===== src/hdl/cds_pkg.sv =====
// Package for the calendar date stepper: types, codes, widths and the
// month length function. It depends on nothing else.
package cds_pkg;

    // Width of the step count as given by the project.
    localparam int COUNT_BITS = 16;
    // Width of the day_count field on the input beat.
    localparam int COUNT_FIELD_W = 16;
    // Bits of the count actually used: the narrower of the two.
    localparam int CNT_W = (COUNT_BITS < COUNT_FIELD_W) ? COUNT_BITS : COUNT_FIELD_W;

    // Field widths.
    localparam int DAY_W   = 5;
    localparam int MONTH_W = 4;
    localparam int YEAR_W  = 16;
    localparam int ORDER_W = 2;

    // Calendar constants.
    localparam logic [MONTH_W-1:0] MONTH_JAN = 4'd1;
    localparam logic [MONTH_W-1:0] MONTH_FEB = 4'd2;
    localparam logic [MONTH_W-1:0] MONTH_DEC = 4'd12;
    localparam logic [DAY_W-1:0]   DAY_FIRST = 5'd1;

    // Multiplicative inverse of 25 modulo 2^16: a year is a multiple of 25
    // exactly when year * inverse (mod 2^16) is no larger than 65535 / 25.
    localparam logic [YEAR_W-1:0] INV25      = 16'd23593;
    localparam logic [YEAR_W-1:0] DIV25_MAX  = 16'd2621;

    // Operation codes.
    typedef enum logic [1:0] {
        FN_LOAD = 2'd0,
        FN_FWD  = 2'd1,
        FN_BWD  = 2'd2,
        FN_CMP  = 2'd3
    } t_func;

    // Compare results.
    typedef enum logic [ORDER_W-1:0] {
        ORD_EARLIER = 2'd0,
        ORD_EQUAL   = 2'd1,
        ORD_LATER   = 2'd2
    } t_order;

    // Sequencer states.
    typedef enum logic [2:0] {
        S_IDLE,
        S_PREP,
        S_LOAD,
        S_STEP,
        S_DONE
    } t_state;

    // Length of a month, given whether its year is a leap year.
    function automatic logic [DAY_W-1:0] month_length(
        input logic [MONTH_W-1:0] month,
        input logic               leap
    );
        logic [DAY_W-1:0] len;
        case (month) inside
            4'd4, 4'd6, 4'd9, 4'd11: len = 5'd30;
            MONTH_FEB:               len = leap ? 5'd29 : 5'd28;
            default:                 len = 5'd31;
        endcase
        return len;
    endfunction

endpackage


===== src/hdl/cds_if.sv =====
// Handshake interfaces for the date stepper's input and result channels.
// Depends on cds_pkg for the field widths.
interface cds_in_if import cds_pkg::*; ();
    logic                   valid;
    logic                   ready;
    logic [1:0]             func;
    logic [COUNT_FIELD_W-1:0] day_count;
    logic [DAY_W-1:0]       in_day;
    logic [MONTH_W-1:0]     in_month;
    logic [YEAR_W-1:0]      in_year;

    modport source (output valid, func, day_count, in_day, in_month, in_year,
                    input ready);
    modport sink   (input valid, func, day_count, in_day, in_month, in_year,
                    output ready);
endinterface

interface cds_out_if import cds_pkg::*; ();
    logic                 valid;
    logic                 ready;
    logic [DAY_W-1:0]     out_day;
    logic [MONTH_W-1:0]   out_month;
    logic [YEAR_W-1:0]    out_year;
    logic [ORDER_W-1:0]   order;

    modport source (output valid, out_day, out_month, out_year, order,
                    input ready);
    modport sink   (input valid, out_day, out_month, out_year, order,
                    output ready);
endinterface


===== src/hdl/cds_leap_unit.sv =====
// Leap year unit: registers whether the presented year is a leap year.
// Depends on cds_pkg.
module cds_leap_unit
    import cds_pkg::*;
(
    input  logic              i_clk,
    input  logic [YEAR_W-1:0] i_year,
    output logic              o_leap
);

    logic [YEAR_W-1:0] prod;
    logic              div25;
    logic              leap;
    logic              r_leap;

    // Divisibility by 25 through the modular inverse; by 4 and 16 from the
    // low bits. A century is a leap year only when it is a multiple of 400,
    // that is of 25 and of 16.
    assign prod  = i_year * INV25;
    assign div25 = (prod <= DIV25_MAX);
    assign leap  = (i_year[1:0] == 2'd0) && (!div25 || (i_year[3:0] == 4'd0));

    // The result is registered before it is used.
    always_ff @(posedge i_clk) begin
        r_leap <= leap;
    end

    assign o_leap = r_leap;

endmodule


===== src/hdl/calendar_date_stepper.sv =====
// Top level of the calendar date stepper: sequencer, date registers and
// result register. Depends on cds_pkg, cds_if and cds_leap_unit.
//
// The block holds one Gregorian date and handles one beat at a time. An
// accepted beat passes the preparation state; a load beat then passes the
// load state, a compare beat goes on to the result, and a forward or
// backward beat by n days passes the step state once per day, the single
// day stepper moving the date by one day per cycle. The input is ready again
// in the cycle after the result beat is taken. The leap year flag comes from
// a registered unit shared by load and stepping, hence the preparation state.
module calendar_date_stepper
    import cds_pkg::*;
(
    input  logic  i_clk,
    input  logic  i_rst_n,
    cds_in_if.sink    i_in,
    cds_out_if.source o_out
);

    t_state r_state, n_state;

    logic [DAY_W-1:0]   r_day,   n_day;
    logic [MONTH_W-1:0] r_month, n_month;
    logic [YEAR_W-1:0]  r_year,  n_year;
    logic [ORDER_W-1:0] r_order, n_order;
    logic [CNT_W-1:0]   r_cnt,   n_cnt;

    // Captured arguments of the beat in hand.
    t_func              r_func,  n_func;
    logic [DAY_W-1:0]   r_arg_day,   n_arg_day;
    logic [MONTH_W-1:0] r_arg_month, n_arg_month;
    logic [YEAR_W-1:0]  r_arg_year,  n_arg_year;

    logic [YEAR_W-1:0]  leap_year;
    logic               leap;
    logic [MONTH_W-1:0] load_month;
    logic [DAY_W-1:0]   load_len;
    logic [MONTH_W-1:0] prev_month;
    logic [DAY_W-1:0]   cur_len;

    // The leap unit sees the loaded year while preparing a load, and the
    // stored year otherwise.
    assign leap_year = (r_state == S_PREP && r_func == FN_LOAD) ? r_arg_year : r_year;

    cds_leap_unit u_leap (
        .i_clk  (i_clk),
        .i_year (leap_year),
        .o_leap (leap)
    );

    // Month and day limits used by load and by the day stepper.
    always_comb begin
        if (r_arg_month == 4'd0) begin
            load_month = MONTH_JAN;
        end else if (r_arg_month > MONTH_DEC) begin
            load_month = MONTH_DEC;
        end else begin
            load_month = r_arg_month;
        end
        load_len   = month_length(load_month, leap);
        prev_month = (r_month <= MONTH_JAN) ? MONTH_DEC : r_month - 4'd1;
        cur_len    = month_length(r_month, leap);
    end

    // Sequencer state and stored date registers, with reset.
    always_ff @(posedge i_clk) begin
        if (!i_rst_n) begin
            r_state <= S_IDLE;
            r_day   <= DAY_FIRST;
            r_month <= MONTH_JAN;
            r_year  <= '0;
        end else begin
            r_state <= n_state;
            r_day   <= n_day;
            r_month <= n_month;
            r_year  <= n_year;
        end
    end

    // Argument, count and result registers.
    always_ff @(posedge i_clk) begin
        r_func      <= n_func;
        r_arg_day   <= n_arg_day;
        r_arg_month <= n_arg_month;
        r_arg_year  <= n_arg_year;
        r_cnt       <= n_cnt;
        r_order     <= n_order;
    end

    // Next state and datapath.
    always_comb begin
        n_state     = r_state;
        n_day       = r_day;
        n_month     = r_month;
        n_year      = r_year;
        n_order     = r_order;
        n_cnt       = r_cnt;
        n_func      = r_func;
        n_arg_day   = r_arg_day;
        n_arg_month = r_arg_month;
        n_arg_year  = r_arg_year;

        unique case (r_state)
            S_IDLE: begin
                if (i_in.valid) begin
                    n_func      = t_func'(i_in.func);
                    n_arg_day   = i_in.in_day;
                    n_arg_month = i_in.in_month;
                    n_arg_year  = i_in.in_year;
                    n_cnt       = i_in.day_count[CNT_W-1:0];
                    n_order     = ORD_EARLIER;
                    n_state     = S_PREP;
                end
            end
            S_PREP: begin
                unique case (r_func)
                    FN_LOAD: n_state = S_LOAD;
                    FN_FWD, FN_BWD: begin
                        n_state = (r_cnt == '0) ? S_DONE : S_STEP;
                    end
                    FN_CMP: begin
                        // Year first, then month, then day.
                        if (r_year != r_arg_year) begin
                            n_order = (r_year > r_arg_year) ? ORD_LATER : ORD_EARLIER;
                        end else if (r_month != r_arg_month) begin
                            n_order = (r_month > r_arg_month) ? ORD_LATER : ORD_EARLIER;
                        end else if (r_day != r_arg_day) begin
                            n_order = (r_day > r_arg_day) ? ORD_LATER : ORD_EARLIER;
                        end else begin
                            n_order = ORD_EQUAL;
                        end
                        n_state = S_DONE;
                    end
                    default: n_state = S_DONE;
                endcase
            end
            S_LOAD: begin
                // Clamp the month into range and the day into the month.
                n_month = load_month;
                n_year  = r_arg_year;
                if (r_arg_day == 5'd0) begin
                    n_day = DAY_FIRST;
                end else if (r_arg_day > load_len) begin
                    n_day = load_len;
                end else begin
                    n_day = r_arg_day;
                end
                n_state = S_DONE;
            end
            S_STEP: begin
                // One day per cycle. The leap flag is registered and lags a year change,
                // but a year changes only into January or December.
                if (r_func == FN_FWD) begin
                    if (r_day >= cur_len) begin
                        n_day = DAY_FIRST;
                        if (r_month >= MONTH_DEC) begin
                            n_month = MONTH_JAN;
                            n_year  = r_year + 16'd1;
                        end else begin
                            n_month = r_month + 4'd1;
                        end
                    end else begin
                        n_day = r_day + 5'd1;
                    end
                end else begin
                    if (r_day <= DAY_FIRST) begin
                        n_month = prev_month;
                        if (r_month <= MONTH_JAN) begin
                            n_year = r_year - 16'd1;
                        end
                        n_day = month_length(prev_month, leap);
                    end else begin
                        n_day = r_day - 5'd1;
                    end
                end
                n_cnt = r_cnt - CNT_W'(1);
                if (r_cnt == CNT_W'(1)) begin
                    n_state = S_DONE;
                end
            end
            S_DONE: begin
                if (o_out.ready) begin
                    n_state = S_IDLE;
                end
            end
            default: n_state = S_IDLE;
        endcase
    end

    // Channel outputs.
    assign i_in.ready      = (r_state == S_IDLE);
    assign o_out.valid     = (r_state == S_DONE);
    assign o_out.out_day   = r_day;
    assign o_out.out_month = r_month;
    assign o_out.out_year  = r_year;
    assign o_out.order     = r_order;

endmodule


===== src/flat_wrapper.sv =====
// flat-port wrapper written by rule: the top's interface ports become plain ports
module calendar_date_stepper_flat import cds_pkg::*;
  (i_clk, i_rst_n, i_in_valid, i_in_func, i_in_day_count, i_in_in_day, i_in_in_month, i_in_in_year, i_in_ready, o_out_valid, o_out_out_day, o_out_out_month, o_out_out_year, o_out_order, o_out_ready);
  cds_in_if i_in_i ();
  cds_out_if o_out_i ();
  input  logic i_clk;
  input  logic i_rst_n;
  input wire logic [$bits(i_in_i.valid)-1:0] i_in_valid;
  input wire logic [$bits(i_in_i.func)-1:0] i_in_func;
  input wire logic [$bits(i_in_i.day_count)-1:0] i_in_day_count;
  input wire logic [$bits(i_in_i.in_day)-1:0] i_in_in_day;
  input wire logic [$bits(i_in_i.in_month)-1:0] i_in_in_month;
  input wire logic [$bits(i_in_i.in_year)-1:0] i_in_in_year;
  output wire logic [$bits(i_in_i.ready)-1:0] i_in_ready;
  output wire logic [$bits(o_out_i.valid)-1:0] o_out_valid;
  output wire logic [$bits(o_out_i.out_day)-1:0] o_out_out_day;
  output wire logic [$bits(o_out_i.out_month)-1:0] o_out_out_month;
  output wire logic [$bits(o_out_i.out_year)-1:0] o_out_out_year;
  output wire logic [$bits(o_out_i.order)-1:0] o_out_order;
  input wire logic [$bits(o_out_i.ready)-1:0] o_out_ready;
  assign i_in_i.valid = i_in_valid;
  assign i_in_i.func = i_in_func;
  assign i_in_i.day_count = i_in_day_count;
  assign i_in_i.in_day = i_in_in_day;
  assign i_in_i.in_month = i_in_in_month;
  assign i_in_i.in_year = i_in_in_year;
  assign i_in_ready = i_in_i.ready;
  assign o_out_valid = o_out_i.valid;
  assign o_out_out_day = o_out_i.out_day;
  assign o_out_out_month = o_out_i.out_month;
  assign o_out_out_year = o_out_i.out_year;
  assign o_out_order = o_out_i.order;
  assign o_out_i.ready = o_out_ready;
  calendar_date_stepper u_core (.i_clk(i_clk), .i_rst_n(i_rst_n), .i_in(i_in_i), .o_out(o_out_i));
endmodule

===== config.mk =====
export PLATFORM = sky130hd
export DESIGN_NAME = calendar_date_stepper_flat
export DESIGN_NICKNAME = d
export VERILOG_FILES = /design/src/hdl/cds_pkg.sv /design/src/hdl/cds_if.sv /design/src/hdl/cds_leap_unit.sv /design/src/hdl/calendar_date_stepper.sv /design/src/flat_wrapper.sv
export SDC_FILE = /design/constraint.sdc
export NUM_CORES = 1
export LEC_CHECK = 0
export BUFFER_PORTS_ARGS = -buffer_cell sky130_fd_sc_hd__buf_4
export CELL_PAD_IN_SITES_DETAIL_PLACEMENT = 0
export CELL_PAD_IN_SITES_GLOBAL_PLACEMENT = 2
export CORE_MARGIN = 2
export CORE_UTILIZATION = 37
export DETAILED_ROUTE_END_ITERATION = 8
export HOLD_SLACK_MARGIN = 0.02
export PLACE_DENSITY_LB_ADDON = 0.3
export SLEW_MARGIN = 15
export SYNTH_ARGS = -nofsm -noshare
export SYNTH_HDL_FRONTEND = slang
export SYNTH_SLANG_ARGS = --single-unit
export TNS_END_PERCENT = 100

===== constraint.sdc =====
create_clock -name i_clk -period 5.79 [get_ports i_clk]
set_input_delay 0.8685 -clock i_clk [delete_from_list [all_inputs] [get_ports i_clk]]
set_output_delay 0.8685 -clock i_clk [all_outputs]
set_load 0.01 [all_outputs]

==> flow_summary.ini, run 1 <==
[critical_path]
timing.rr.end = u_core.u_leap.o_leap
cp.required_ns = 6.01
cp_slowest_stage_delay_ns = 0.55
end_kind = flip-flop
reg2reg_depth = 20
path_cells = inv_1, ha_1, and4bb_4, mux2i_1, inv_1, ha_1, ha_1, inv_1, fa_1, fa_1, inv_1, fa_1, ha_1, xnor2_1, xnor2_1, xnor2_1, xnor2_1, xor3_1, xnor2_1, a41oi_1
cp_slowest_cell = fa_1
r2r_slack_ns = 0.39
crit_type = flip-flop to flip-flop
r2r_start = u_core.r_func[0]
cp_data_arrival_time_ns = 5.62
startpoint_type = flip-flop
crit_fanout = 15
cpMostUsedCell = xnor2_1

[detailed_routing]
dr.pass1.iters = 5
drtIter0Drc = 386
drc = 0
wl_microns = 19050
wl_per_cell_microns = 16.68
vias_per_cell = 5.222
vias = 5964
ant_nets = 0

[final_layout]
area_delta_synth_final_pct = 16.10
multi_input_comb_area_sq_um = 4777
antenna_cells = 0
fin_cells = 1142
nNetsFinal = 1061
drive_gt1_frac = 0.1361
fin_util = 0.4417
num-fill-cells = 1885
final_cell_area_sq_um = 8318
seq_area_sq_um = 1932

[logic_synthesis]
netlist_area_sq_um = 7164
synth_top_family_by_area = adder cells
synth_xor_area_frac = 0.05589
synth_edf_count = 45
yosys.cell_types.count = 65
syn-num-nets = 993
yosysWarnings = 0
yosys.area_share.simple = 0.1465
synth_fa_ha_area_frac = 0.2592
post-synth-top-area-cell = ha_1
synth_cells = 809
yosysSeqAreaShare = 0.2696
ys_async_sr_fraction = 0
synth-compound-area-share = 0.1736
postSynthAreaPerCell_sq_um = 8.856
synth_most_common_cell = ha_1
synth_seq_cells = 74
yosys-top-cells-area = ha_1, edfxtp_1, dfxtp_1, fa_1, inv_1
synth_flop_cell = edfxtp_1
synthMuxAreaShare = 0.03074
synth_common_cells = ha_1, inv_1, nand2_1, o21ai_0, a21oi_1
synth_top_cell_area_share = 0.2061

[timing]
max_freq_mhz = 185.1
fin_worst_skew_ns = 0.008399
maxSlewHeadroom = 0.3223
slew_violations = 0
final.min_clock_period_ns = 5.404
finalWorstSetupSlack_ns = 0.3864
holdWs_ns = 0.5398
tightest_slew_ns = 1.013
period_share = 0.9333
finalHoldViolCount = 0
fin_setup_tns_ns = 0
rsz0062_at_grt = no
setup_viol = 0

[global_routing]
antenna_found_initial = 0
overflow = 0
grt_pass1_vias = 5777
grt_pass1_wl_microns = 30850
track_usage = 0.1933
grt_max_degree = 38

[power_and_ir_drop]
p_switching_mw = 1.233
pwr-share-clk = 0.203
p_seq_frac = 0.271
swShare = 0.4241
finalPower_mw = 2.908
power.density_nw_per_um2 = 349.6
p_leak_nw = 3.843
p_int_mw = 1.675
vdd_drop_max_v = 0.0001663
p_comb_frac = 0.526

[clock_tree]
cts_htree_levels = 3
cts_tree = done
clk_latency_ns = 0.35
cts_resized = 0
clkSinkCount = 74
clk_pin_slew_ns = 0.06
postCtsSetupRepairBufs = 0
numCtsBuffers = 9
cts_buffer_depth = 2
root_buffer = clkbuf_16
cts_hold_buf = 0

[hold_path]
hp-class = flip-flop to flip-flop
hold_path_end = u_core.o_out.out_year[13]
hold_depth = 2
hold_start = u_core.o_out.out_year[13]

[die]
fp.dieW_microns = 143.2
boundaryPins = 76
die_h_microns = 143.2
dieArea_sq_um = 20490
start_util = 0.3805
rows = 50
core-area_sq_um = 18830

[placement]
port_buffers = 75
place_ws_ns = 0.2242
place.gp.congestion = 0.9327
placed_cell_area_sq_um = 8006
dp_cells = 1126
dp_hpwl_microns = 14710

[run_status]
outcome = finished, final reports clean

[run]
drv_cap = 0
-- critical path, delay by kind of cell, from the launching register on --
family / cells / cell delay, ns
fa+ha+maj: 7 / 2.53
simple gates: 1 / 0.42
buf+inv: 4 / 0.38
flops: 1 / 0.42
xor+xnor: 6 / 1.06
compound gates: 1 / 0.11
mux: 1 / 0.35
-- final cells by class --
cell class,instances,share of cell area
Clock inverter,7,0.009928
Sequential cell,74,0.2322
Tap cell,260,0.03911
Multi-Input combinational cell,614,0.5743
Clock buffer,9,0.02708
Inverter,96,0.04332
Timing Repair Buffer,82,0.07401
-- cells in the final DEF (no fill, tap or decap), types with 12 or more instances in the layout --
cell	count
a21oi_1	49
edfxtp_1	45
buf_4	82
nor3_1	24
fa_1	19
xor2_1	12
inv_1	96
o21ai_0	62
ha_1	118
nand3_1	12
nor2_1	47
mux2i_1	13
xnor2_1	31
dfxtp_1	29
o21a_1	12
nand2_1	68
-- cells by family after synthesis --
logic type               count (synthesis)
buffers and inverters                  121
AO/OA/AOI/OAI                          201
XOR/XNOR                                44
AND/OR/NAND/NOR                        211
flip-flops                              74
multiplexers                            21
adder cells (fa/ha/maj)                137
-- flip-flops by register name (all words and copies together), names as in the netlist, 3 cells and up --
| name | cells |
|---|---|
| u_core.r_arg_year | 16 |
| u_core.r_cnt | 16 |
| u_core.o_out.out_month | 4 |
| u_core.o_out.out_day | 5 |
| u_core.o_out.out_year | 16 |
| u_core.r_state | 3 |
| u_core.r_arg_month | 4 |
| u_core.r_arg_day | 5 |
-- power groups by stage --
stage / Clock (mW) / Sequential (mW) / Combinational [mW]
6_report: 0.591 / 0.788 / 1.53
3_5_place_dp: 0 / 0.798 / 1.51
5_1_grt: 0.631 / 0.803 / 1.73
3_3_place_gp: 0 / 0.798 / 1.49
4_1_cts: 0.610 / 0.788 / 1.54
2_1_floorplan: 0 / 0.760 / 1.10
-- worst max path at each step --
stage / cells after the start / startpoint / endpoint / slack (ns)
after floorplan: 20 / u_core.r_func[0] / u_core.u_leap.o_leap / 0.46
after global placement: 20 / u_core.r_func[0] / u_core.u_leap.o_leap / 0.40
after detailed placement: 20 / u_core.r_func[0] / u_core.u_leap.o_leap / 0.22
after CTS: 20 / u_core.r_func[0] / u_core.u_leap.o_leap / 0.21
after global routing: 20 / u_core.r_func[0] / u_core.u_leap.o_leap / 0.03
final: 20 / u_core.r_func[0] / u_core.u_leap.o_leap / 0.39
-- routing by layer --
layer | share of wire | track usage | up-vias
met5 | 0 | 0 | -
met1 | 0.50 | 0.2737 | 2810
met4 | 0.010 | 0.04117 | 0
li1 | - | - | 3012
met2 | 0.45 | 0.3118 | 130
met3 | 0.041 | 0.02985 | 12
No activity file was read; power rests on OpenSTA's default activity.
==> run 2, diff against run 1 <==
clock period = 5 ns   (was 5.79 ns; I/O delays follow)
==> run 2 against run 1 <==
Global-route usage increased by 0.17 points. Combinational power increased by 37%. Sequential power increased by 16%. Die area unchanged. Critical endpoint unchanged.
==> flow_summary.ini, run 2 (synthesis results as in run 1) <==
[run_status]
outcome = finished, final reports clean

[clock_tree]
root_buffer = clkbuf_16
cts_tree = done
cts_buffer_depth = 2
clkSinkCount = 74
numCtsBuffers = 9
cts_hold_buf = 0
cts_htree_levels = 3
clk_pin_slew_ns = 0.07
clk_latency_ns = 0.35

[timing]
holdWs_ns = 0.5675
fin_worst_skew_ns = 0.01064
finalWorstSetupSlack_ns = 0.005115
slew_violations = 0
rsz0062_at_grt = yes
fin_setup_tns_ns = 0
final.min_clock_period_ns = 4.995
maxSlewHeadroom = 0.2786
setup_viol = 0
finalHoldViolCount = 0
tightest_slew_ns = 1.079
max_freq_mhz = 200.2
period_share = 0.9990

[critical_path]
r2r_start = u_core.r_func[1]
crit_type = flip-flop to flip-flop
path_cells = inv_2, ha_4, and4bb_4, buf_12, buf_16, buf_4, mux2_4, ha_1, fa_1, ha_1, ha_1, ha_1, ha_4, a211oi_4, nor3b_2, o21a_1, or4b_1, nand3_1, a22o_1, a41oi_1
crit_cells = 20
timing.rr.end = u_core.u_leap.o_leap
crit_start = u_core.r_func[1]
cpMostUsedCell = ha_1
r2r_slack_ns = 0.005
cp_slowest_stage_delay_ns = 0.48
startpoint_type = flip-flop
reg2reg_depth = 20
end_kind = flip-flop
cp.required_ns = 5.21
cp_slowest_cell = fa_1
cp_data_arrival_time_ns = 5.21
cp_top_family = adder cells
cp_num_buf_inv = 4
crit_fanout = 7

[final_layout]
multi_input_comb_area_sq_um = 5194
nNetsFinal = 1099
antenna_cells = 0
final_cell_area_sq_um = 9074
mostFrequentLayoutCell = buf_4
final_cell_mix = buf_4, ha_1, inv_1
seq_area_sq_um = 1932
num-fill-cells = 1800
drive_gt1_frac = 0.2283
fin_cells = 1180
area_delta_synth_final_pct = 26.65
fin_util = 0.4819

[die]
fp.dieW_microns = 143.2
dieArea_sq_um = 20490
boundaryPins = 76
rows = 50
die_h_microns = 143.2
start_util = 0.3805
core-area_sq_um = 18830

[placement]
port_buffers = 75
place.gp.congestion = 0.8681
placed_cell_area_sq_um = 8257
dp_hpwl_microns = 14850
place_ws_ns = -0.1360
dp_cells = 1156

[detailed_routing]
wl_per_cell_microns = 16.36
vias_per_cell = 5.221
drc = 0
vias = 6161
ant_nets = 0
dr.pass1.iters = 4
drtIter0Drc = 294
wl_microns = 19300

[global_routing]
track_usage = 0.1950
grt_pass1_vias = 6070
grt_pass1_wl_microns = 31260
grt_max_degree = 36
antenna_found_initial = 0
overflow = 0

[power_and_ir_drop]
p_switching_mw = 1.523
p_seq_frac = 0.245
p_leak_nw = 4.009
finalPower_mw = 3.718
power.density_nw_per_um2 = 409.8
vdd_drop_max_v = 0.0001722
swShare = 0.4096
p_int_mw = 2.195
p_comb_frac = 0.565
pwr-share-clk = 0.189

[hold_path]
hold_path_end = u_core.o_out.out_year[13]
hold_start = u_core.o_out.out_year[13]
hp-class = flip-flop to flip-flop
hold_depth = 2

[run]
drv_cap = 0
## run 2: cell types whose count changed in the layout (fill, tap and decap cells not counted), sizes merged
cell    previous run  this run
inv              100        98
buf               82       120
clkbuf             9        10
clkinv             0         1
## run 2: how the worst max path moves through the flow
stage / to
floorplan: u_core.u_leap.o_leap
global placement: u_core.u_leap.o_leap
detailed placement: u_core.u_leap.o_leap
CTS: u_core.u_leap.o_leap
global route: u_core.u_leap.o_leap
finish: u_core.u_leap.o_leap
## run 2: power groups by stage
stage	Sequential [mW]	Clock [mW]	Combinational, mW
global placement	0.918	0	1.78
finish	0.912	0.703	2.10
floorplan	0.880	0	1.29
global route	0.929	0.749	2.36
CTS	0.912	0.724	2.01
detailed placement	0.918	0	1.81
## run 2: routing by layer
metal / global-route usage / vias up / wire [microns]
met5: 0 / - / 0
met4: 0.05576 / 0 / 282
met3: 0.02918 / 17 / 525
met2: 0.3155 / 109 / 8955
met1: 0.2702 / 2947 / 9541
li1: - / 3088 / -
## run 2: area by class of cell
cell class                 instances  share of cell area
timing repair buffer             120              0.1047
sequential                        74              0.2129
clock buffer                      10             0.02634
multi-input combinational        614              0.5724
tap                              260             0.03585
inverter                          96             0.03971
clock inverter                     6            0.008136
## run 2: worst min-delay path, delay by kind of cell (launching register included)
family | cells | cell delay (ns)
AOI/OAI and AO/OA | 1 | 0.06
DFF | 1 | 0.38
and+or+nand+nor | 1 | 0.08
## run 2: what timing repair did
action                                  4_1_cts  5_1_grt
gates resized for setup                      49       20
buffers inserted                              5        2
pin swaps                                    31       21
endpoints found under the setup margin        1        1
gates cloned                                  1        0
